## src/sv/arxp_pkg.sv

```systemverilog
// arxp_pkg: shared types, constants and helpers of the arx plant model step block
// no dependencies; imported by every module of the block
package arxp_pkg;

  localparam int DELAY_MAX    = 16;
  localparam int INPUT_LIMIT  = 20480;
  localparam int OUTPUT_LIMIT = 20480;

  localparam int SAMPLE_W   = 16;
  localparam int K_W        = $clog2(DELAY_MAX + 1);
  localparam int ADDR_W     = (DELAY_MAX > 1) ? $clog2(DELAY_MAX) : 1;
  localparam int PROD_W     = 32;
  localparam int ACC_W      = 36;
  localparam int FRAC_SHIFT = 13;
  localparam int YS_W       = ACC_W - FRAC_SHIFT;
  localparam int ROUND_BIAS = 4096;
  localparam int SAMPLE_MAX = 32767;
  localparam int SAMPLE_MIN = -32768;

  localparam int APB_AW = 5;
  localparam int APB_DW = 32;

  typedef logic signed [SAMPLE_W-1:0] sample_t;

  typedef enum logic [2:0] {
    REG_COEF_A_ONE   = 3'd0,
    REG_COEF_A_TWO   = 3'd1,
    REG_COEF_A_THREE = 3'd2,
    REG_COEF_B_ONE   = 3'd3,
    REG_COEF_B_TWO   = 3'd4,
    REG_COEF_B_THREE = 3'd5,
    REG_DELAY        = 3'd6,
    REG_LIMIT_EN     = 3'd7
  } reg_idx_e;

  typedef enum logic [1:0] {
    ENG_IDLE,
    ENG_MUL1,
    ENG_MUL2,
    ENG_FIN
  } eng_state_e;

  // delayed sample waiting for the mac engine
  typedef struct packed {
    logic    valid;
    sample_t sample;
  } stage_t;

  // delay register update towards the delay line
  typedef struct packed {
    logic           wr;
    logic [K_W-1:0] k_old;
    logic [K_W-1:0] k_new;
  } dly_cfg_t;

  function automatic logic [K_W-1:0] eff_delay(input logic [4:0] d);
    logic [K_W-1:0] k;
    if (int'(d) > DELAY_MAX) begin
      k = K_W'(DELAY_MAX);
    end else begin
      k = K_W'(d);
    end
    return k;
  endfunction

endpackage

```

## src/sv/arxp_delay_line.sv

```systemverilog
// arxp_delay_line: transport delay held in a synchronous ring memory, with fill count
// input clamp and one-entry staging slot for the mac engine; uses arxp_pkg
module arxp_delay_line (
  input  logic               clk_i,
  input  logic               rst_ni,
  input  logic               acc_i,
  input  arxp_pkg::sample_t  u_i,
  input  logic               limit_en_i,
  input  logic [arxp_pkg::K_W-1:0] k_i,
  input  arxp_pkg::dly_cfg_t dcfg_i,
  input  logic               take_i,
  output logic               ready_o,
  output arxp_pkg::stage_t   stg_o
);
  import arxp_pkg::*;

  localparam sample_t IN_HI = SAMPLE_W'(INPUT_LIMIT);
  localparam sample_t IN_LO = SAMPLE_W'(-INPUT_LIMIT);

  sample_t           mem [DELAY_MAX];
  sample_t           rd_q;
  logic [ADDR_W-1:0] wp_q, wp_d, ra;
  logic [K_W-1:0]    fill_q, fill_d, keep;
  logic [K_W:0]      ra_ext, wp_ext;
  logic              stg_valid_q, stg_valid_d;
  sample_t           stg_u_q;
  logic              stg_direct_q, stg_hit_q;
  sample_t           u_clamped;

  always_comb begin
    u_clamped = u_i;
    if (limit_en_i) begin
      if (u_i > IN_HI) begin
        u_clamped = IN_HI;
      end else if (u_i < IN_LO) begin
        u_clamped = IN_LO;
      end
    end
  end

  // oldest wanted sample was written k transactions ago
  always_comb begin
    wp_ext = (K_W+1)'(wp_q);
    if (wp_ext >= (K_W+1)'(k_i)) begin
      ra_ext = wp_ext - (K_W+1)'(k_i);
    end else begin
      ra_ext = wp_ext + (K_W+1)'(DELAY_MAX) - (K_W+1)'(k_i);
    end
    ra = ra_ext[ADDR_W-1:0];
  end

  always_ff @(posedge clk_i) begin
    if (acc_i) begin
      rd_q     <= mem[ra];
      mem[wp_q] <= u_clamped;
    end
  end

  always_comb begin
    keep   = (dcfg_i.k_old < dcfg_i.k_new) ? dcfg_i.k_old : dcfg_i.k_new;
    wp_d   = wp_q;
    fill_d = fill_q;
    if (acc_i) begin
      wp_d = (int'(wp_q) == DELAY_MAX - 1) ? '0 : wp_q + ADDR_W'(1);
      if (int'(fill_q) != DELAY_MAX) begin
        fill_d = fill_q + K_W'(1);
      end
    end else if (dcfg_i.wr && (fill_q > keep)) begin
      fill_d = keep;
    end
  end

  always_comb begin
    stg_valid_d = stg_valid_q;
    if (take_i) begin
      stg_valid_d = 1'b0;
    end
    if (acc_i) begin
      stg_valid_d = 1'b1;
    end
  end

  always_ff @(posedge clk_i or negedge rst_ni) begin
    if (!rst_ni) begin
      wp_q        <= '0;
      fill_q      <= '0;
      stg_valid_q <= 1'b0;
    end else begin
      wp_q        <= wp_d;
      fill_q      <= fill_d;
      stg_valid_q <= stg_valid_d;
    end
  end

  always_ff @(posedge clk_i) begin
    if (acc_i) begin
      stg_u_q      <= u_clamped;
      stg_direct_q <= (k_i == '0);
      stg_hit_q    <= (k_i <= fill_q);
    end
  end

  assign ready_o   = !stg_valid_q || take_i;
  assign stg_o.valid  = stg_valid_q;
  assign stg_o.sample = stg_direct_q ? stg_u_q : (stg_hit_q ? rd_q : '0);

  a_fill_range: assert property (@(posedge clk_i) disable iff (!rst_ni)
    int'(fill_q) <= DELAY_MAX) else $error("fill count beyond delay depth");
  a_no_overrun: assert property (@(posedge clk_i) disable iff (!rst_ni)
    (acc_i && stg_valid_q) |-> take_i) else $error("staged sample overwritten");
  a_wp_range: assert property (@(posedge clk_i) disable iff (!rst_ni)
    int'(wp_q) < DELAY_MAX) else $error("write pointer out of range");

endmodule

```

## src/sv/arxp_mac.sv

```systemverilog
// arxp_mac: difference equation engine, two shared multipliers over three steps,
// accumulator, rounding, clamp, histories and output register; uses arxp_pkg
module arxp_mac (
  input  logic                    clk_i,
  input  logic                    rst_ni,
  input  arxp_pkg::stage_t        stg_i,
  input  arxp_pkg::sample_t [2:0] coef_a_i,
  input  arxp_pkg::sample_t [2:0] coef_b_i,
  input  logic                    limit_en_i,
  input  logic                    out_ready_i,
  output logic                    take_o,
  output logic                    out_valid_o,
  output arxp_pkg::sample_t       out_data_o
);
  import arxp_pkg::*;

  eng_state_e state_q, state_d;

  sample_t uh_q [3];
  sample_t yh_q [3];

  logic signed [SAMPLE_W-1:0] mb_c, mb_x, ma_c, ma_x;
  logic signed [PROD_W-1:0]   pb_q, pa_q;
  logic signed [ACC_W-1:0]    acc_q, acc_d, sum_fin, sum_sh;
  logic signed [YS_W-1:0]     y_wide, y_hi, y_lo;
  sample_t                    y_fin;
  logic                       prod_en, out_free, fin_go;
  logic                       out_valid_q;
  sample_t                    out_data_q;

  assign out_free = !out_valid_q || out_ready_i;

  always_comb begin
    state_d = state_q;
    case (state_q)
      ENG_IDLE: begin
        if (stg_i.valid) begin
          state_d = ENG_MUL1;
        end
      end
      ENG_MUL1: state_d = ENG_MUL2;
      ENG_MUL2: state_d = ENG_FIN;
      ENG_FIN: begin
        if (out_free) begin
          state_d = ENG_IDLE;
        end
      end
      default: state_d = ENG_IDLE;
    endcase
  end

  always_comb begin
    take_o  = 1'b0;
    prod_en = 1'b0;
    fin_go  = 1'b0;
    mb_c    = coef_b_i[0];
    mb_x    = stg_i.sample;
    ma_c    = coef_a_i[0];
    ma_x    = yh_q[0];
    case (state_q)
      ENG_IDLE: begin
        take_o  = stg_i.valid;
        prod_en = stg_i.valid;
      end
      ENG_MUL1: begin
        prod_en = 1'b1;
        mb_c    = coef_b_i[1];
        mb_x    = uh_q[1];
        ma_c    = coef_a_i[1];
        ma_x    = yh_q[1];
      end
      ENG_MUL2: begin
        prod_en = 1'b1;
        mb_c    = coef_b_i[2];
        mb_x    = uh_q[2];
        ma_c    = coef_a_i[2];
        ma_x    = yh_q[2];
      end
      ENG_FIN: fin_go = out_free;
      default: ;
    endcase
  end

  // accumulator starts at the rounding bias so the final shift rounds half up
  always_comb begin
    sum_fin = acc_q + ACC_W'(pb_q) - ACC_W'(pa_q);
    acc_d   = acc_q;
    if (take_o) begin
      acc_d = ACC_W'(ROUND_BIAS);
    end else if ((state_q == ENG_MUL1) || (state_q == ENG_MUL2)) begin
      acc_d = sum_fin;
    end
  end

  always_comb begin
    sum_sh = sum_fin >>> FRAC_SHIFT;
    y_wide = sum_sh[YS_W-1:0];
    y_hi   = limit_en_i ? YS_W'(OUTPUT_LIMIT) : YS_W'(SAMPLE_MAX);
    y_lo   = limit_en_i ? YS_W'(-OUTPUT_LIMIT) : YS_W'(SAMPLE_MIN);
    if (y_wide > y_hi) begin
      y_fin = y_hi[SAMPLE_W-1:0];
    end else if (y_wide < y_lo) begin
      y_fin = y_lo[SAMPLE_W-1:0];
    end else begin
      y_fin = y_wide[SAMPLE_W-1:0];
    end
  end

  always_ff @(posedge clk_i) begin
    if (prod_en) begin
      pb_q <= mb_c * mb_x;
      pa_q <= ma_c * ma_x;
    end
    acc_q <= acc_d;
    if (fin_go) begin
      out_data_q <= y_fin;
    end
  end

  always_ff @(posedge clk_i or negedge rst_ni) begin
    if (!rst_ni) begin
      state_q     <= ENG_IDLE;
      out_valid_q <= 1'b0;
      for (int i = 0; i < 3; i++) begin
        uh_q[i] <= '0;
        yh_q[i] <= '0;
      end
    end else begin
      state_q <= state_d;
      if (fin_go) begin
        out_valid_q <= 1'b1;
        yh_q[0]     <= y_fin;
        yh_q[1]     <= yh_q[0];
        yh_q[2]     <= yh_q[1];
      end else if (out_ready_i) begin
        out_valid_q <= 1'b0;
      end
      if (take_o) begin
        uh_q[0] <= stg_i.sample;
        uh_q[1] <= uh_q[0];
        uh_q[2] <= uh_q[1];
      end
    end
  end

  assign out_valid_o = out_valid_q;
  assign out_data_o  = out_data_q;

  a_take_seq: assert property (@(posedge clk_i) disable iff (!rst_ni)
    take_o |=> (state_q == ENG_MUL1)) else $error("take not followed by first step");
  a_fin_hold: assert property (@(posedge clk_i) disable iff (!rst_ni)
    ((state_q == ENG_FIN) && !out_free) |=> (state_q == ENG_FIN))
    else $error("result dropped under back-pressure");
  a_out_src: assert property (@(posedge clk_i) disable iff (!rst_ni)
    $rose(out_valid_q) |-> $past(state_q == ENG_FIN))
    else $error("result appeared outside final step");

endmodule

```

## src/sv/arx_plant_model_step.sv

```systemverilog
// arx_plant_model_step: third-order arx plant model, top level with apb register file
// instantiates arxp_delay_line and arxp_mac; uses arxp_pkg
// path: staging slot, then mac steps idle, mul1, mul2 and fin, then the output register
// the mac steps take one transaction at a time, set by the output feedback loop
// reset: coefficients zero, delay zero, limits on, all histories read as zero (fill count)
// a result waiting for m_axis_tready does not stop the next input transaction
module arx_plant_model_step (
  input  logic                      clk_i,
  input  logic                      rst_ni,
  // tdata: u_sample [15:0]
  input  logic [15:0]               s_axis_tdata,
  input  logic                      s_axis_tvalid,
  output logic                      s_axis_tready,
  // tdata: y_sample [15:0]
  output logic [15:0]               m_axis_tdata,
  output logic                      m_axis_tvalid,
  input  logic                      m_axis_tready,
  input  logic                      psel,
  input  logic                      penable,
  input  logic                      pwrite,
  input  logic [arxp_pkg::APB_AW-1:0] paddr,
  input  logic [arxp_pkg::APB_DW-1:0] pwdata,
  output logic [arxp_pkg::APB_DW-1:0] prdata,
  output logic                      pready
);
  import arxp_pkg::*;

  sample_t [2:0] coef_a_q, coef_b_q;
  logic [4:0]    delay_q;
  logic          limit_en_q;
  logic          cfg_wr, in_acc, take, out_valid;
  reg_idx_e      idx;
  dly_cfg_t      dcfg;
  stage_t        stg;
  sample_t       out_data;
  logic          dl_ready;

  assign pready = 1'b1;
  assign idx    = reg_idx_e'(paddr[4:2]);
  assign cfg_wr = psel && penable && pwrite && pready;

  always_ff @(posedge clk_i or negedge rst_ni) begin
    if (!rst_ni) begin
      coef_a_q   <= '0;
      coef_b_q   <= '0;
      delay_q    <= '0;
      limit_en_q <= 1'b1;
    end else if (cfg_wr) begin
      case (idx)
        REG_COEF_A_ONE:   coef_a_q[0] <= pwdata[15:0];
        REG_COEF_A_TWO:   coef_a_q[1] <= pwdata[15:0];
        REG_COEF_A_THREE: coef_a_q[2] <= pwdata[15:0];
        REG_COEF_B_ONE:   coef_b_q[0] <= pwdata[15:0];
        REG_COEF_B_TWO:   coef_b_q[1] <= pwdata[15:0];
        REG_COEF_B_THREE: coef_b_q[2] <= pwdata[15:0];
        REG_DELAY:        delay_q     <= pwdata[4:0];
        REG_LIMIT_EN:     limit_en_q  <= pwdata[0];
        default: ;
      endcase
    end
  end

  always_comb begin
    case (idx)
      REG_COEF_A_ONE:   prdata = APB_DW'(coef_a_q[0]);
      REG_COEF_A_TWO:   prdata = APB_DW'(coef_a_q[1]);
      REG_COEF_A_THREE: prdata = APB_DW'(coef_a_q[2]);
      REG_COEF_B_ONE:   prdata = APB_DW'(coef_b_q[0]);
      REG_COEF_B_TWO:   prdata = APB_DW'(coef_b_q[1]);
      REG_COEF_B_THREE: prdata = APB_DW'(coef_b_q[2]);
      REG_DELAY:        prdata = APB_DW'(delay_q);
      REG_LIMIT_EN:     prdata = APB_DW'(limit_en_q);
      default:          prdata = '0;
    endcase
  end

  assign dcfg.wr    = cfg_wr && (idx == REG_DELAY);
  assign dcfg.k_old = eff_delay(delay_q);
  assign dcfg.k_new = eff_delay(pwdata[4:0]);

  assign s_axis_tready = dl_ready;
  assign in_acc        = s_axis_tvalid && dl_ready;

  arxp_delay_line u_dly (
    .clk_i      (clk_i),
    .rst_ni     (rst_ni),
    .acc_i      (in_acc),
    .u_i        (s_axis_tdata),
    .limit_en_i (limit_en_q),
    .k_i        (dcfg.k_old),
    .dcfg_i     (dcfg),
    .take_i     (take),
    .ready_o    (dl_ready),
    .stg_o      (stg)
  );

  arxp_mac u_mac (
    .clk_i       (clk_i),
    .rst_ni      (rst_ni),
    .stg_i       (stg),
    .coef_a_i    (coef_a_q),
    .coef_b_i    (coef_b_q),
    .limit_en_i  (limit_en_q),
    .out_ready_i (m_axis_tready),
    .take_o      (take),
    .out_valid_o (out_valid),
    .out_data_o  (out_data)
  );

  assign m_axis_tvalid = out_valid;
  assign m_axis_tdata  = out_data;

endmodule
```

## config.mk

```make
export PLATFORM = sky130hd
export DESIGN_NAME = arx_plant_model_step
export DESIGN_NICKNAME = d
export VERILOG_FILES = /design/src/sv/arxp_pkg.sv /design/src/sv/arxp_delay_line.sv /design/src/sv/arxp_mac.sv /design/src/sv/arx_plant_model_step.sv
export SDC_FILE = /design/constraint.sdc
export NUM_CORES = 2
export LEC_CHECK = 0
export ABC_AREA = 0
export BUFFER_PORTS_ARGS = -buffer_cell sky130_fd_sc_hd__buf_2
export CORE_MARGIN = 2
export CORE_UTILIZATION = 28
export CTS_CLUSTER_SIZE = 20
export DETAILED_ROUTE_END_ITERATION = 12
export GPL_TIMING_DRIVEN = 0
export HOLD_SLACK_MARGIN = 0.02
export PLACE_DENSITY_LB_ADDON = 0.25
export SYNTH_ARGS = -nofsm -noshare
export SYNTH_HDL_FRONTEND = slang
export SYNTH_SLANG_ARGS = --single-unit
```

## constraint.sdc

```tcl
create_clock -name clk_i -period 12.9 [get_ports clk_i]
set_input_delay 1.29 -clock clk_i [delete_from_list [all_inputs] [get_ports clk_i]]
set_output_delay 1.29 -clock clk_i [all_outputs]
set_load 0.005 [all_outputs]
```

==> impl_results.md <==
* Status: complete, but fails checks
* Failing checks: max-capacitance violations
* Family with the most delay on the worst path: adder cells
* Starting DRC count in detailed routing at 2334
* Clk Latency, worst-skew pair at 680 ps
* Yosys top cell by area: fa_1
* Worst hold endpoint: u_mac.uh_q[19]$_DFFE_PN0P_
* Die Y at 421 um
* Total grt overflow at 0
* Most frequent cells in the layout: inv_1, fa_1, nand2_1
* Register area share after synthesis at 35.1%
* CTS buffer count at 67
* Tightest Pin Transition at 1500 ps
* Postcts setup bufs at 0
* Hold path startpoint: u_mac.uh_q[35]$_DFFE_PN0P_
* Async S/R FF share, synth at 34.2%
* Critical path data arrival time at 11370 ps
* Placed cells at 6971
* Vias per cell at 4.73
* CTS resizes at 0
* Routed wire per std cell at 21.0 um
* MaxCap Viol Count at 1
* H-tree depth at 3
* Clk root buf: clkbuf_16
* Final Skew at 43.6 ps
* DR pass1 iterations at 8
* Final core utilization at 31.5%
* Yosys cell types at 83
* Final std cells w/o fill at 7097
* Antenna violations before repair at 5
* Reg2Reg Depth at 29
* Clock Path Buffers at 3
* Layout area overhead at 11.9%
* Die X-Extent at 421 um
* Setup CP Type: reg -> reg
* Clk sinks at 617
* Fillers at 17900
* Starting Density at 28.1%
* # rows at 153
* Nets@finish at 5579
* Post-DP HPWL at 116000 um
* Top_reg_cell synth: edfxtp_1
* R2R setup slack at 1880 ps
* YS warnings at 0
* ANT nets after route at 0
* Worst R2R Start: u_mac.state_q[0]$_DFFE_PN0P_
* Global placement routability congestion at 0.901
* CTS tree: done
* Hold Fails Final Rpt at 0
* DR vias at 33600
* Post-Syn Area at 0.0487 mm^2
* First-pass GRT wire length at 227000 um
* Slowest CP cell: a21oi_1
* Worst Path Required at 13250 ps
* CP peak stage delay at 1050 ps
* WP buf/inv at 7
* Hold Buf Count CTS at 0
* Post-route cell area at 0.0546 mm^2
* Die area at 0.177 mm^2
* Top cells by area, synth: fa_1, edfxtp_1, dfrtp_1, ha_1, inv_1
* Mapped Nets at 5411
* Synthesis-stage register bit count at 617
* Fin crit share at 85.4%
* Post-route minimum period at 11020 ps
* Fraction of layout cells with a size suffix above 1 at 10.1%
* Critical Path End Type: register
* EDFF count, synth at 370
* Core region area at 0.173 mm^2
* Largest net degree at the start of global routing at 115
* Setup_tns at 0 ps
* FF-to-FF End: u_mac.pb_q[31]$_DFFE_PP_
* Worst Hold Path Cells at 2
* Num ports at 111
* Avg Synthesized Cell Area at 10.7 um^2
* Vias in the first global route at 35200
* Total Routing Usage GR at 16.9%
* Area after DPL at 0.0523 mm^2
* Total wire length at 149000 um
* Crit path max fanout at 10
* Yosys top cell area share at 23.0%
* Reg clk slew, reported paths at 60 ps
* Most common cell after layout, fill and taps aside: inv_1
* Most frequent CP cell: fa_1
* Setup-failing EPs final at 0
* Buffers on Ports at 89
* Synthesized instance count at 4548
* Critical Path Start Type: register
* Worst hold path type: reg -> reg
* Unrepaired setup endpoints after global routing: false
* Fmax at 90.8 MHz
* Final Max Tran Viols at 0
* Relative slew slack at 0.260%
* Drt drc at 0
-- how the worst max path moves through the flow --
| stage | from | to | slack (ps) | depth (start not counted) |
|---|---|---|---|---|
| 2_1_floorplan | u_mac.state_q[1]$_DFFE_PN0P_ | u_mac.pb_q[31]$_DFFE_PP_ | 4800 | 29 |
| 3_3_place_gp | u_mac.state_q[1]$_DFFE_PN0P_ | u_mac.pb_q[31]$_DFFE_PP_ | 1990 | 29 |
| 3_5_place_dp | u_mac.state_q[1]$_DFFE_PN0P_ | u_mac.pb_q[31]$_DFFE_PP_ | 1880 | 29 |
| 4_1_cts | u_mac.state_q[0]$_DFFE_PN0P_ | u_mac.pb_q[31]$_DFFE_PP_ | 1850 | 29 |
| 5_1_grt | u_mac.state_q[0]$_DFFE_PN0P_ | u_mac.pb_q[31]$_DFFE_PP_ | 1250 | 29 |
| 6_report | u_mac.state_q[0]$_DFFE_PN0P_ | u_mac.pb_q[31]$_DFFE_PP_ | 1880 | 29 |
-- per-layer routing --
metal  track usage, %  part of all wire, %  wire (um)  vias to the layer above
met2             28.5                   48      72000                      857
li1                 -                    -          -                    15200
met3             2.51                  4.9       7280                      194
met4             4.78                  2.8       4180                        0
met5                0                    0          0                        -
met1             22.4                   44      65500                    17300
-- metrics by stage --
stage / hold WS (ps) / setup WS, ps
floorplan: 439 / 4800
detailed placement: 451 / 1880
finish: 433 / 1880
global route: 463 / 1250
global placement: 444 / 1990
CTS: 443 / 1850
-- Yosys cell counts (all sizes together) (17+ instances only) --
cell	count
a211oi	36
a21o	79
a21oi	190
a22oi	94
and2	37
buf	58
clkbuf	129
dfrtp	210
dfxtp	36
edfxtp	370
fa	560
ha	243
inv	764
mux2	135
mux2i	56
mux4	67
nand2	511
nand2b	53
nand3	39
nor2	437
nor2b	35
o21a	17
o21ai	101
xnor2	78
xor2	29
-- area by class of cell --
cell class	count	area, um^2	share of cell area (%)
timing repair buffer	99	611	1.12
clock inverter	33	439	0.805
antenna	5	12.5	0.0229
sequential	617	17100	31.4
inverter	765	2870	5.26
buffer	187	810	1.48
multi-input combinational	2979	28000	51.3
clock buffer	87	1790	3.29
tap	2325	2910	5.33
-- flip-flops by register name (all words and copies together) (netlist names) --
register and cells:
u_mac.uh_q 48, u_mac.yh_q 48, u_mac.out_data_o 16, u_mac.pb_q 32, coef_b_q 48, u_dly.stg_direct_q 1
u_dly.wp_q 4, u_dly.fill_q 5, u_dly.stg_hit_q 1, u_mac.out_valid_o 1, coef_a_q 48, delay_q 5
u_dly.mem 256, u_dly.stg_u_q 16, u_mac.pa_q 32, u_mac.acc_q 36, u_dly.rd_q 16, u_mac.state_q 2
limit_en_q 1, u_dly.stg_valid_q 1
-- cells by family (layout without fill, tap and decap cells) --
kind of cell | after synthesis | after routing | share of synthesized area [%]
AND/OR/NAND/NOR | 1189 | 1189 | 10.5
buffers and inverters | 952 | 1171 | 7.55
adder cells (fa/ha/maj) | 803 | 803 | 29.2
AO/OA/AOI/OAI | 621 | 621 | 8.34
flip-flops | 617 | 617 | 35.1
multiplexers | 258 | 258 | 7.36
XOR/XNOR | 107 | 107 | 1.92
other | 1 | 6 | 0.00769
-- worst reg2reg max path: cells and delay by family, from the launching register on --
| family | cells | cell delay, ps |
|---|---|---|
| fa+ha+maj | 8 | 3770 |
| simple gates | 2 | 390 |
| compound gates | 11 | 3690 |
| xor+xnor | 1 | 370 |
| buf+inv | 7 | 2080 |
| flops | 1 | 370 |
Power is left out: the tool's default activity adds up to more than one toggle a clock period on the data nets, which glitch-free logic cannot reach.
